### src/rtl/scc_pkg.sv
// ----------------------------------------------------------------------------
// scc_pkg
// Shared types, constants and index helpers for the spike cross-correlogram.
// ----------------------------------------------------------------------------
`default_nettype none

package scc_pkg;

  // field widths of the channels
  localparam int OP_W       = 2;
  localparam int TIME_W     = 32;
  localparam int MARK_W     = 4;
  localparam int GROUP_W    = 2;
  localparam int BIN_IDX_W  = 5;
  localparam int STATUS_W   = 2;
  localparam int COUNT_W    = 32;
  localparam int BS_W       = 16;
  localparam int HB_W       = 5;
  localparam int CFG_IDX_W  = 2;
  localparam int CFG_DATA_W = 16;

  // histogram geometry
  localparam int MAX_MARKS   = 8;
  localparam int MAX_GROUPS  = 2;
  localparam int MAX_BINS    = 32;
  localparam int MARK_IDX_W  = $clog2(MAX_MARKS);
  localparam int GROUP_IDX_W = $clog2(MAX_GROUPS);
  localparam int BIN_W       = $clog2(MAX_BINS);
  localparam int PAIR_TOTAL  = MAX_GROUPS * MAX_GROUPS * MAX_MARKS * MAX_MARKS * MAX_BINS;
  localparam int PAIR_AW     = $clog2(PAIR_TOTAL);
  localparam int SPIKE_TOTAL = MAX_GROUPS * MAX_MARKS;
  localparam int SPIKE_AW    = $clog2(SPIKE_TOTAL);

  // a paired difference stays below bin_size * MAX_BINS
  localparam int DIFF_W = BS_W + BIN_W;
  localparam int EDGE_W = BS_W + BIN_W + 1;
  localparam int STEP_W = $clog2(BIN_W);

  typedef enum logic [OP_W-1:0] {
    OP_SPIKE      = 2'd0,
    OP_READ_PAIR  = 2'd1,
    OP_READ_SPIKE = 2'd2,
    OP_UNUSED     = 2'd3
  } scc_op_t;

  typedef enum logic [STATUS_W-1:0] {
    ST_OK    = 2'd0,
    ST_FULL  = 2'd1,
    ST_ORDER = 2'd2,
    ST_INDEX = 2'd3
  } scc_status_t;

  typedef enum logic [CFG_IDX_W-1:0] {
    CFG_BIN_SIZE  = 2'd0,
    CFG_HALF_BINS = 2'd1,
    CFG_SPARE2    = 2'd2,
    CFG_SPARE3    = 2'd3
  } scc_cfg_idx_t;

  typedef enum logic [3:0] {
    S_CLEAR,
    S_IDLE,
    S_EDGE,
    S_PRUNE_RD,
    S_PRUNE_CHK,
    S_PAIR_RD,
    S_PAIR_DIFF,
    S_PAIR_DIV,
    S_PCNT_WR,
    S_COMMIT,
    S_READ_WAIT,
    S_RESP
  } scc_state_t;

  // one buffered spike
  typedef struct packed {
    logic [TIME_W-1:0]      time_stamp;
    logic [MARK_IDX_W-1:0]  mark;
    logic [GROUP_IDX_W-1:0] group;
  } scc_win_entry_t;

  // access to the pair count memory
  typedef struct packed {
    logic               we;
    logic [PAIR_AW-1:0] waddr;
    logic [COUNT_W-1:0] wdata;
    logic [PAIR_AW-1:0] raddr;
  } scc_pmem_req_t;

  function automatic logic mark_ok(logic [MARK_W-1:0] m);
    return (m != '0) && (int'(m) <= MAX_MARKS);
  endfunction

  function automatic logic group_ok(logic [GROUP_W-1:0] g);
    return (g != '0) && (int'(g) <= MAX_GROUPS);
  endfunction

  // zero-based groups and marks, bin below MAX_BINS
  function automatic logic [PAIR_AW-1:0] pair_slot(
    logic [GROUP_IDX_W-1:0] ga,
    logic [GROUP_IDX_W-1:0] gb,
    logic [MARK_IDX_W-1:0]  ma,
    logic [MARK_IDX_W-1:0]  mb,
    logic [BIN_W-1:0]       bin
  );
    logic [PAIR_AW-1:0] s;
    s = PAIR_AW'(ga);
    s = s * PAIR_AW'(MAX_GROUPS) + PAIR_AW'(gb);
    s = s * PAIR_AW'(MAX_MARKS) + PAIR_AW'(ma);
    s = s * PAIR_AW'(MAX_MARKS) + PAIR_AW'(mb);
    s = s * PAIR_AW'(MAX_BINS) + PAIR_AW'(bin);
    return s;
  endfunction

  function automatic logic [SPIKE_AW-1:0] spike_slot(
    logic [GROUP_IDX_W-1:0] g,
    logic [MARK_IDX_W-1:0]  m
  );
    return SPIKE_AW'(g) * SPIKE_AW'(MAX_MARKS) + SPIKE_AW'(m);
  endfunction

endpackage

`default_nettype wire

### src/rtl/scc_bin_div.sv
// ----------------------------------------------------------------------------
// scc_bin_div
// Shift-subtract unit: bin = difference / bin_size, one quotient bit a cycle.
// ----------------------------------------------------------------------------
`default_nettype none

module scc_bin_div (
  input  wire logic                        clk,
  input  wire logic                        rst_n,
  input  wire logic                        start,
  input  wire logic [scc_pkg::DIFF_W-1:0]  dividend,
  input  wire logic [scc_pkg::BS_W-1:0]    divisor,
  output logic                             done,
  output logic [scc_pkg::BIN_W-1:0]        quotient
);

  logic                         busy_r, busy_nxt;
  logic                         done_r, done_nxt;
  logic [scc_pkg::STEP_W-1:0]   step_r, step_nxt;
  logic [scc_pkg::DIFF_W-1:0]   rem_r, rem_nxt;
  logic [scc_pkg::BIN_W-1:0]    q_r, q_nxt;
  logic [scc_pkg::DIFF_W-1:0]   trial;

  // one compare and subtract per step, highest quotient bit first
  always_comb begin
    busy_nxt = busy_r;
    done_nxt = 1'b0;
    step_nxt = step_r;
    rem_nxt  = rem_r;
    q_nxt    = q_r;
    trial    = scc_pkg::DIFF_W'(divisor) << step_r;
    if (start) begin
      busy_nxt = 1'b1;
      step_nxt = scc_pkg::STEP_W'(scc_pkg::BIN_W - 1);
      rem_nxt  = dividend;
      q_nxt    = '0;
    end else if (busy_r) begin
      if (rem_r >= trial) begin
        rem_nxt        = rem_r - trial;
        q_nxt[step_r]  = 1'b1;
      end
      if (step_r == '0) begin
        busy_nxt = 1'b0;
        done_nxt = 1'b1;
      end else begin
        step_nxt = step_r - 1'b1;
      end
    end
  end

  always_ff @(posedge clk) begin
    if (!rst_n) begin
      busy_r <= 1'b0;
      done_r <= 1'b0;
    end else begin
      busy_r <= busy_nxt;
      done_r <= done_nxt;
    end
  end

  always_ff @(posedge clk) begin
    step_r <= step_nxt;
    rem_r  <= rem_nxt;
    q_r    <= q_nxt;
  end

  assign done     = done_r;
  assign quotient = q_r;

endmodule

`default_nettype wire

### config.mk
export PLATFORM = sky130hd
export DESIGN_NAME = scc_bin_div
export DESIGN_NICKNAME = d
export VERILOG_FILES = /design/src/rtl/scc_pkg.sv /design/src/rtl/scc_bin_div.sv
export SDC_FILE = /design/constraint.sdc
export NUM_CORES = 1
export LEC_CHECK = 0
export ABC_AREA = 1
export BUFFER_PORTS_ARGS = -buffer_cell sky130_fd_sc_hd__buf_4
export CORE_MARGIN = 8
export CORE_UTILIZATION = 55
export DETAILED_ROUTE_END_ITERATION = 8
export PLACE_DENSITY = 0.77
export SLEW_MARGIN = 20
export SYNTH_ARGS = -nofsm -noshare
export SYNTH_HDL_FRONTEND = slang
export SYNTH_SLANG_ARGS = --single-unit
### constraint.sdc
create_clock -name clk -period 6.2 [get_ports clk]
set_input_delay 0 -clock clk [delete_from_list [all_inputs] [get_ports clk]]
set_output_delay 0 -clock clk [all_outputs]
set_load 0.02 [all_outputs]
# Word level (Yosys, flattened, before mapping)
# Index checks and enable logic that the tools add are counted.
[op_classes] mux=9 add_sub_neg=2 bitwise_logic=4 shift=1 order_cmp=3 n_reduce_logical=8
[op_table] operator="21-bit 2-to-1 mux" count=3
[op_table] operator="21-bit greater-or-equal comparator" count=1
[op_table] operator="16-bit by 3-bit << shifter with 21-bit output" count=1
[op_table] operator="21-bit subtractor" count=1
[op_table] operator="2-bit AND reduction" count=3
[op_table] operator="1-bit 2-to-1 mux" count=5
[op_table] operator="5-bit bitwise OR" count=1
[op_table] operator="3-bit by 4-bit less-than comparator with 1-bit output, second input constant" count=1
[op_table] operator="2-bit nonzero test" count=2
[op_table] operator="1-bit demux with 3-bit select" count=1
[op_table] operator="3-bit by 1-bit greater-or-equal comparator with 1-bit output, second input constant" count=1
[op_table] operator="3-bit logical NOT" count=1
[op_table] operator="1-bit NOT" count=3
[op_table] operator="3-bit OR reduction" count=1
[op_table] operator="3-bit by 1-bit subtractor with 3-bit output, second input constant" count=1
[op_table] operator="1-bit logical AND" count=1
[totals] out_inout_bits=6 ff_bits=31 input_bits=40

# Logic depth before layout (Yosys ltp)
[depth] word_depth=5 mapped_depth=20 depth_no_buf=20

# Least setup slack after synthesis
# Ideal clock, no wire load.
[synth_timing] kind="reg2reg" startpoint="register step_r[0] (netlist bit)" endpoint="register rem_r[0] (netlist bit), enable pin" required_ns=5.822 setup_slack_ns=3.297 arrival_ns=2.525 setup_time_ns=0.378 synth_period_minus_slack_ns=2.903 path_stages_with_launch=17 path_cell_list="dfxtp_1 inv_1 buf_2 nand2_1 nand3_1 o21ai_0 o21ai_0 inv_1 ha_1 nand2_2 nor2_1 nand2_1 nor2_1 nand2_1 nand4_2 nand2_1 nand2_1"
[synth_between] elab_chain_cells=4
[synth_lines] item="start: declaration" line_no="scc_bin_div.sv:19" source="logic [scc_pkg::STEP_W-1:0] step_r, step_nxt;"
[synth_lines] item="start signal: assignment" line_no="scc_bin_div.sv:62" source="step_r <= step_nxt;"
[synth_lines] item="16-bit by 3-bit << shifter with 21-bit output" line_no="scc_bin_div.sv:31" source="trial = scc_pkg::DIFF_W'(divisor) << step_r;"
[synth_lines] item="21-bit greater-or-equal comparator" line_no="scc_bin_div.sv:38" source="if (rem_r >= trial) begin"
[synth_lines] item="2-bit nonzero test (no line)"
[synth_lines] item="2-bit AND reduction (no line)"
[synth_lines] item="end signal: assignment" line_no="scc_bin_div.sv:63" source="rem_r <= rem_nxt;"
[synth_lines] item="end: declaration" line_no="scc_bin_div.sv:20" source="logic [scc_pkg::DIFF_W-1:0] rem_r, rem_nxt;"
# No other way between the ends.
# A chain may end at the register's enable or synchronous reset.

# Final worst setup path
[layout_timing] startpoint="register step_r[2] (netlist bit)" endpoint="register rem_r[11] (netlist bit), enable pin"
# The elaborated chain is that of the path after synthesis.

==> tab_implementation.tex <==
\begin{tabular}{lr}
\hline
Metric & Value \\
\hline
\multicolumn{2}{l}{\textbf{Cells and area}} \\
Post-layout net count & 622 \\
Antenna Diode Count & 0 \\
Share of layout cells above drive strength 1 & 13.8\% \\
Area Overhead vs Synth & 20.5\% \\
Layout Utilization & 69.2\% \\
Final Non-Filler Cells & 631 \\
\multicolumn{2}{l}{\textbf{STA}} \\
Relative max-transition margin & 36.3\% \\
Worst setup margin & 1920 ps \\
Smallest hold slack & -1.99 ps \\
Count of final setup violators & 0 \\
Final worst clock skew & 3.68 ps \\
Final setup TNS & 0 ps \\
Actual transition at the worst max-transition pin & 954 ps \\
Max-slew violations & 0 \\
RSZ-0062 raised after global routing & no \\
Period utilisation layout & 69.0\% \\
Final Hold Fails & 1 \\
F\_max & 234 MHz \\
Final critical delay including setup and external delays & 4280 ps \\
\multicolumn{2}{l}{\textbf{Worst setup path}} \\
Critical register-to-register path startpoint & step\_r[2]\$\_SDFFE\_PP1P\_ \\
CP Launch Point & step\_r[2]\$\_SDFFE\_PP1P\_ \\
Cell depth of the worst flop-to-flop path & 12 \\
Class of the most critical setup path & reg2reg \\
Highest fanout seen on the critical path & 21 \\
Endpoint arrival time on the critical path & 4090 ps \\
Critical path destination & rem\_r[11]\$\_DFFE\_PP\_ \\
Worst endpoint required time & 6010 ps \\
Crit path capture type & register \\
Startpoint Class & register \\
Critical R2R Capture & rem\_r[11]\$\_DFFE\_PP\_ \\
Reg-to-reg slack, setup & 1920 ps \\
\multicolumn{2}{l}{\textbf{CTS}} \\
TritonCTS clock tree & yes \\
Resize count post-CTS & 0 \\
Root Buffer Master & sky130\_fd\_sc\_hd\_\_clkbuf\_8 \\
Number of buffers inserted to repair setup after CTS & 0 \\
Maximum clock path buffer count & 2 \\
Sink Count & 31 \\
Clock slew seen by the registers of the worst setup and hold paths & 70 ps \\
Number of buffers created by CTS & 5 \\
Worst-Skew Late Latency & 290 ps \\
Number of H-tree levels & 2 \\
\multicolumn{2}{l}{\textbf{Yosys}} \\
Syn. warnings & 0 \\
Cell with the most instances after synthesis & sky130\_fd\_sc\_hd\_\_nand2\_1 \\
Dominant cell type by area after synthesis & sky130\_fd\_sc\_hd\_\_nand2\_1 \\
Synth Net Count & 569 \\
EDFF count, synth & 21 \\
Flip-flop and latch count after synthesis & 31 \\
Mean area per synthesized cell & 6.30 µm² \\
Synth async-reset ratio & 0\% \\
Post-synthesis sequential area ratio & 26.1\% \\
Instance count of the mapped netlist & 505 \\
Distinct cell type count of the synthesized netlist & 38 \\
Dominant register cell in the synthesized netlist & sky130\_fd\_sc\_hd\_\_edfxtp\_1 \\
Ranking of synthesized cells by instance count & sky130\_fd\_sc\_hd\_\_nand2\_1 (187), sky130\_fd\_sc\_hd\_\_inv\_1 (54), sky130\_fd\_sc\_hd\_\_o21ai\_0 (43), sky130\_fd\_sc\_hd\_\_nand3\_1 (34), sky130\_fd\_sc\_hd\_\_a21oi\_1 (31) \\
Area of the mapped netlist & 3180 µm² \\
Share of Yosys cell area claimed by the top area cell type & 22.1\% \\
Synth area leaders & sky130\_fd\_sc\_hd\_\_nand2\_1 (22\%), sky130\_fd\_sc\_hd\_\_edfxtp\_1 (20\%), sky130\_fd\_sc\_hd\_\_ha\_1 (9.0\%) \\
\multicolumn{2}{l}{\textbf{Routing}} \\
Met3 layer wire length in the routed design & 652 µm \\
DRT antenna net count & 0 \\
Max Used Layer & met4 \\
Wire per inst & 14.2 µm \\
Pre-Repair DR Iteration Count & 6 \\
Total Routed Length & 8.95 mm \\
Mean number of vias per cell & 5.45 \\
Via count & 3442 \\
DR WL met2 & 4.03 mm \\
DRC violations left & 0 \\
Detailed-route wire length on metal 1 & 4.15 mm \\
DRC marker count from the first detailed-route iteration & 298 \\
\multicolumn{2}{l}{\textbf{Global route}} \\
Global-route wire length before repair & 14.9 mm \\
Maximum number of pins on one net before global-route repair & 35 \\
Total routing usage reported by global routing & 21.0\% \\
Via count of the first global-routing pass & 3296 \\
Antenna violations before repair & 0 \\
GR Overflow Total & 0 \\
\multicolumn{2}{l}{\textbf{Job}} \\
Number of max-cap violations & 0 \\
\multicolumn{2}{l}{\textbf{Die}} \\
Initial Utilization & 57.4\% \\
Number of I/O pins & 46 \\
Die X-Extent & 92.0 µm \\
Number of placement rows & 27 \\
Die area & 8470 µm² \\
Floorplan Core Area & 5540 µm² \\
Die height & 92.0 µm \\
\multicolumn{2}{l}{\textbf{Min path}} \\
Number of cells traversed by the worst hold path & 3 \\
Path category of the worst min-delay check & in2reg \\
\multicolumn{2}{l}{\textbf{Placed design}} \\
Count of buffers inserted at the top-level ports & 45 \\
HPWL after DPL & 6.75 mm \\
Pre-CTS setup slack & 1970 ps \\
Weighted congestion reported at the end of routability-driven placement & 0.929 \\
Number of instances in the placed design & 605 \\
\multicolumn{2}{l}{\textbf{Status}} \\
Failing checks & hold timing \\
Result of the run & complete, but fails checks \\
\multicolumn{2}{l}{\textbf{Pwr}} \\
Highest ir drop seen on vdd & 0.251 mV \\
Power density normalized to cell area & 363 nW/µm² \\
Cell leakage power & 1.89 nW \\
\hline
\end{tabular}
[metal layers]
metal	vias up	GRT usage, %
li1	1746	-
met1	1573	27.2
met2	112	34.0
met3	11	4.24
met4	0	6.58
met5	-	0
[placed cells by master, fill, tap and decap left out, drive strengths merged, types with 3 or more instances in the layout]
master,count
nand2,196
inv,55
buf,45
o21ai,45
nand3,35
nor2,32
a21oi,31
ha,23
edfxtp,21
dlygate4sd3,18
dfxtp,10
clkbuf,7
o21bai,5
nand3b,5
nand4,4
or2,4
mux2i,3
nor3,3
a21o,3
xnor2,3
[how the worst min path moves through the flow]
stage                 startpoint             endpoint  slack (ps)
finish               dividend[3]   rem_r[3]$_DFFE_PP_          -2
global route        dividend[19]  rem_r[19]$_DFFE_PP_          20
CTS                 dividend[19]  rem_r[19]$_DFFE_PP_           1
detailed placement  dividend[17]  rem_r[17]$_DFFE_PP_         270
global placement           rst_n    busy_r$_SDFF_PN0_         270
floorplan                  rst_n      done$_SDFF_PP0_         140
[worst max-delay path, cell delays in order (launching register included)]
cell	delay [ps]
sky130_fd_sc_hd__dfxtp_1	720
sky130_fd_sc_hd__clkinv_1	600
sky130_fd_sc_hd__nor3_1	430
sky130_fd_sc_hd__nand2_1	80
sky130_fd_sc_hd__o21ai_0	80
sky130_fd_sc_hd__inv_1	90
sky130_fd_sc_hd__ha_1	350
sky130_fd_sc_hd__a21oi_1	270
sky130_fd_sc_hd__nand3_2	200
sky130_fd_sc_hd__nand2_1	120
sky130_fd_sc_hd__nand4_2	190
sky130_fd_sc_hd__nand2_1	110
sky130_fd_sc_hd__nand2_1	540
[state kept, by name, summed over array words and instances, names as in the netlist]
name	flops
rem_r	21
quotient	5
step_r	3
busy_r	1
done	1
[per-stage QoR]
step / power (W) / area, µm²
floorplan: 0.000965 / 3180
finish: 0.00139 / 3830
global placement: 0.00113 / 3540
global route: 0.00150 / 3830
detailed placement: 0.00115 / 3540
CTS: 0.00137 / 3830
[report_power, final]
part           switching [W]  internal, W  total, W
Combinational       0.000556     0.000314  0.000869
Clock              0.0000853     0.000114  0.000199
Sequential         0.0000307     0.000290  0.000320
[cell type report]
type | instances | area (µm²)
clock buffer | 7 | 108
timing repair buffer | 63 | 518
tap | 72 | 90.1
inverter | 56 | 210
sequential | 31 | 831
clock inverter | 1 | 5.00
fill | 517 | 1710
multi-input combinational | 401 | 2070
[kinds of logic after synthesis]
group	count (synthesis)	share of synthesized area, %
xor gates and xnor gates	4	1.10
AOI/OAI and AO/OA	89	15.1
buffers and inverters	73	8.81
adders and majority gates	24	9.68
and+or+nand+nor	281	38.2
DFF	31	26.1
muxes	3	0.944
[what timing repair did]
item                       in CTS  in global routing
hold buffers                   18                  0
hold endpoints to repair       19                  0
setup endpoints to repair       0                  0
No activity file was read; power rests on OpenSTA's default activity.
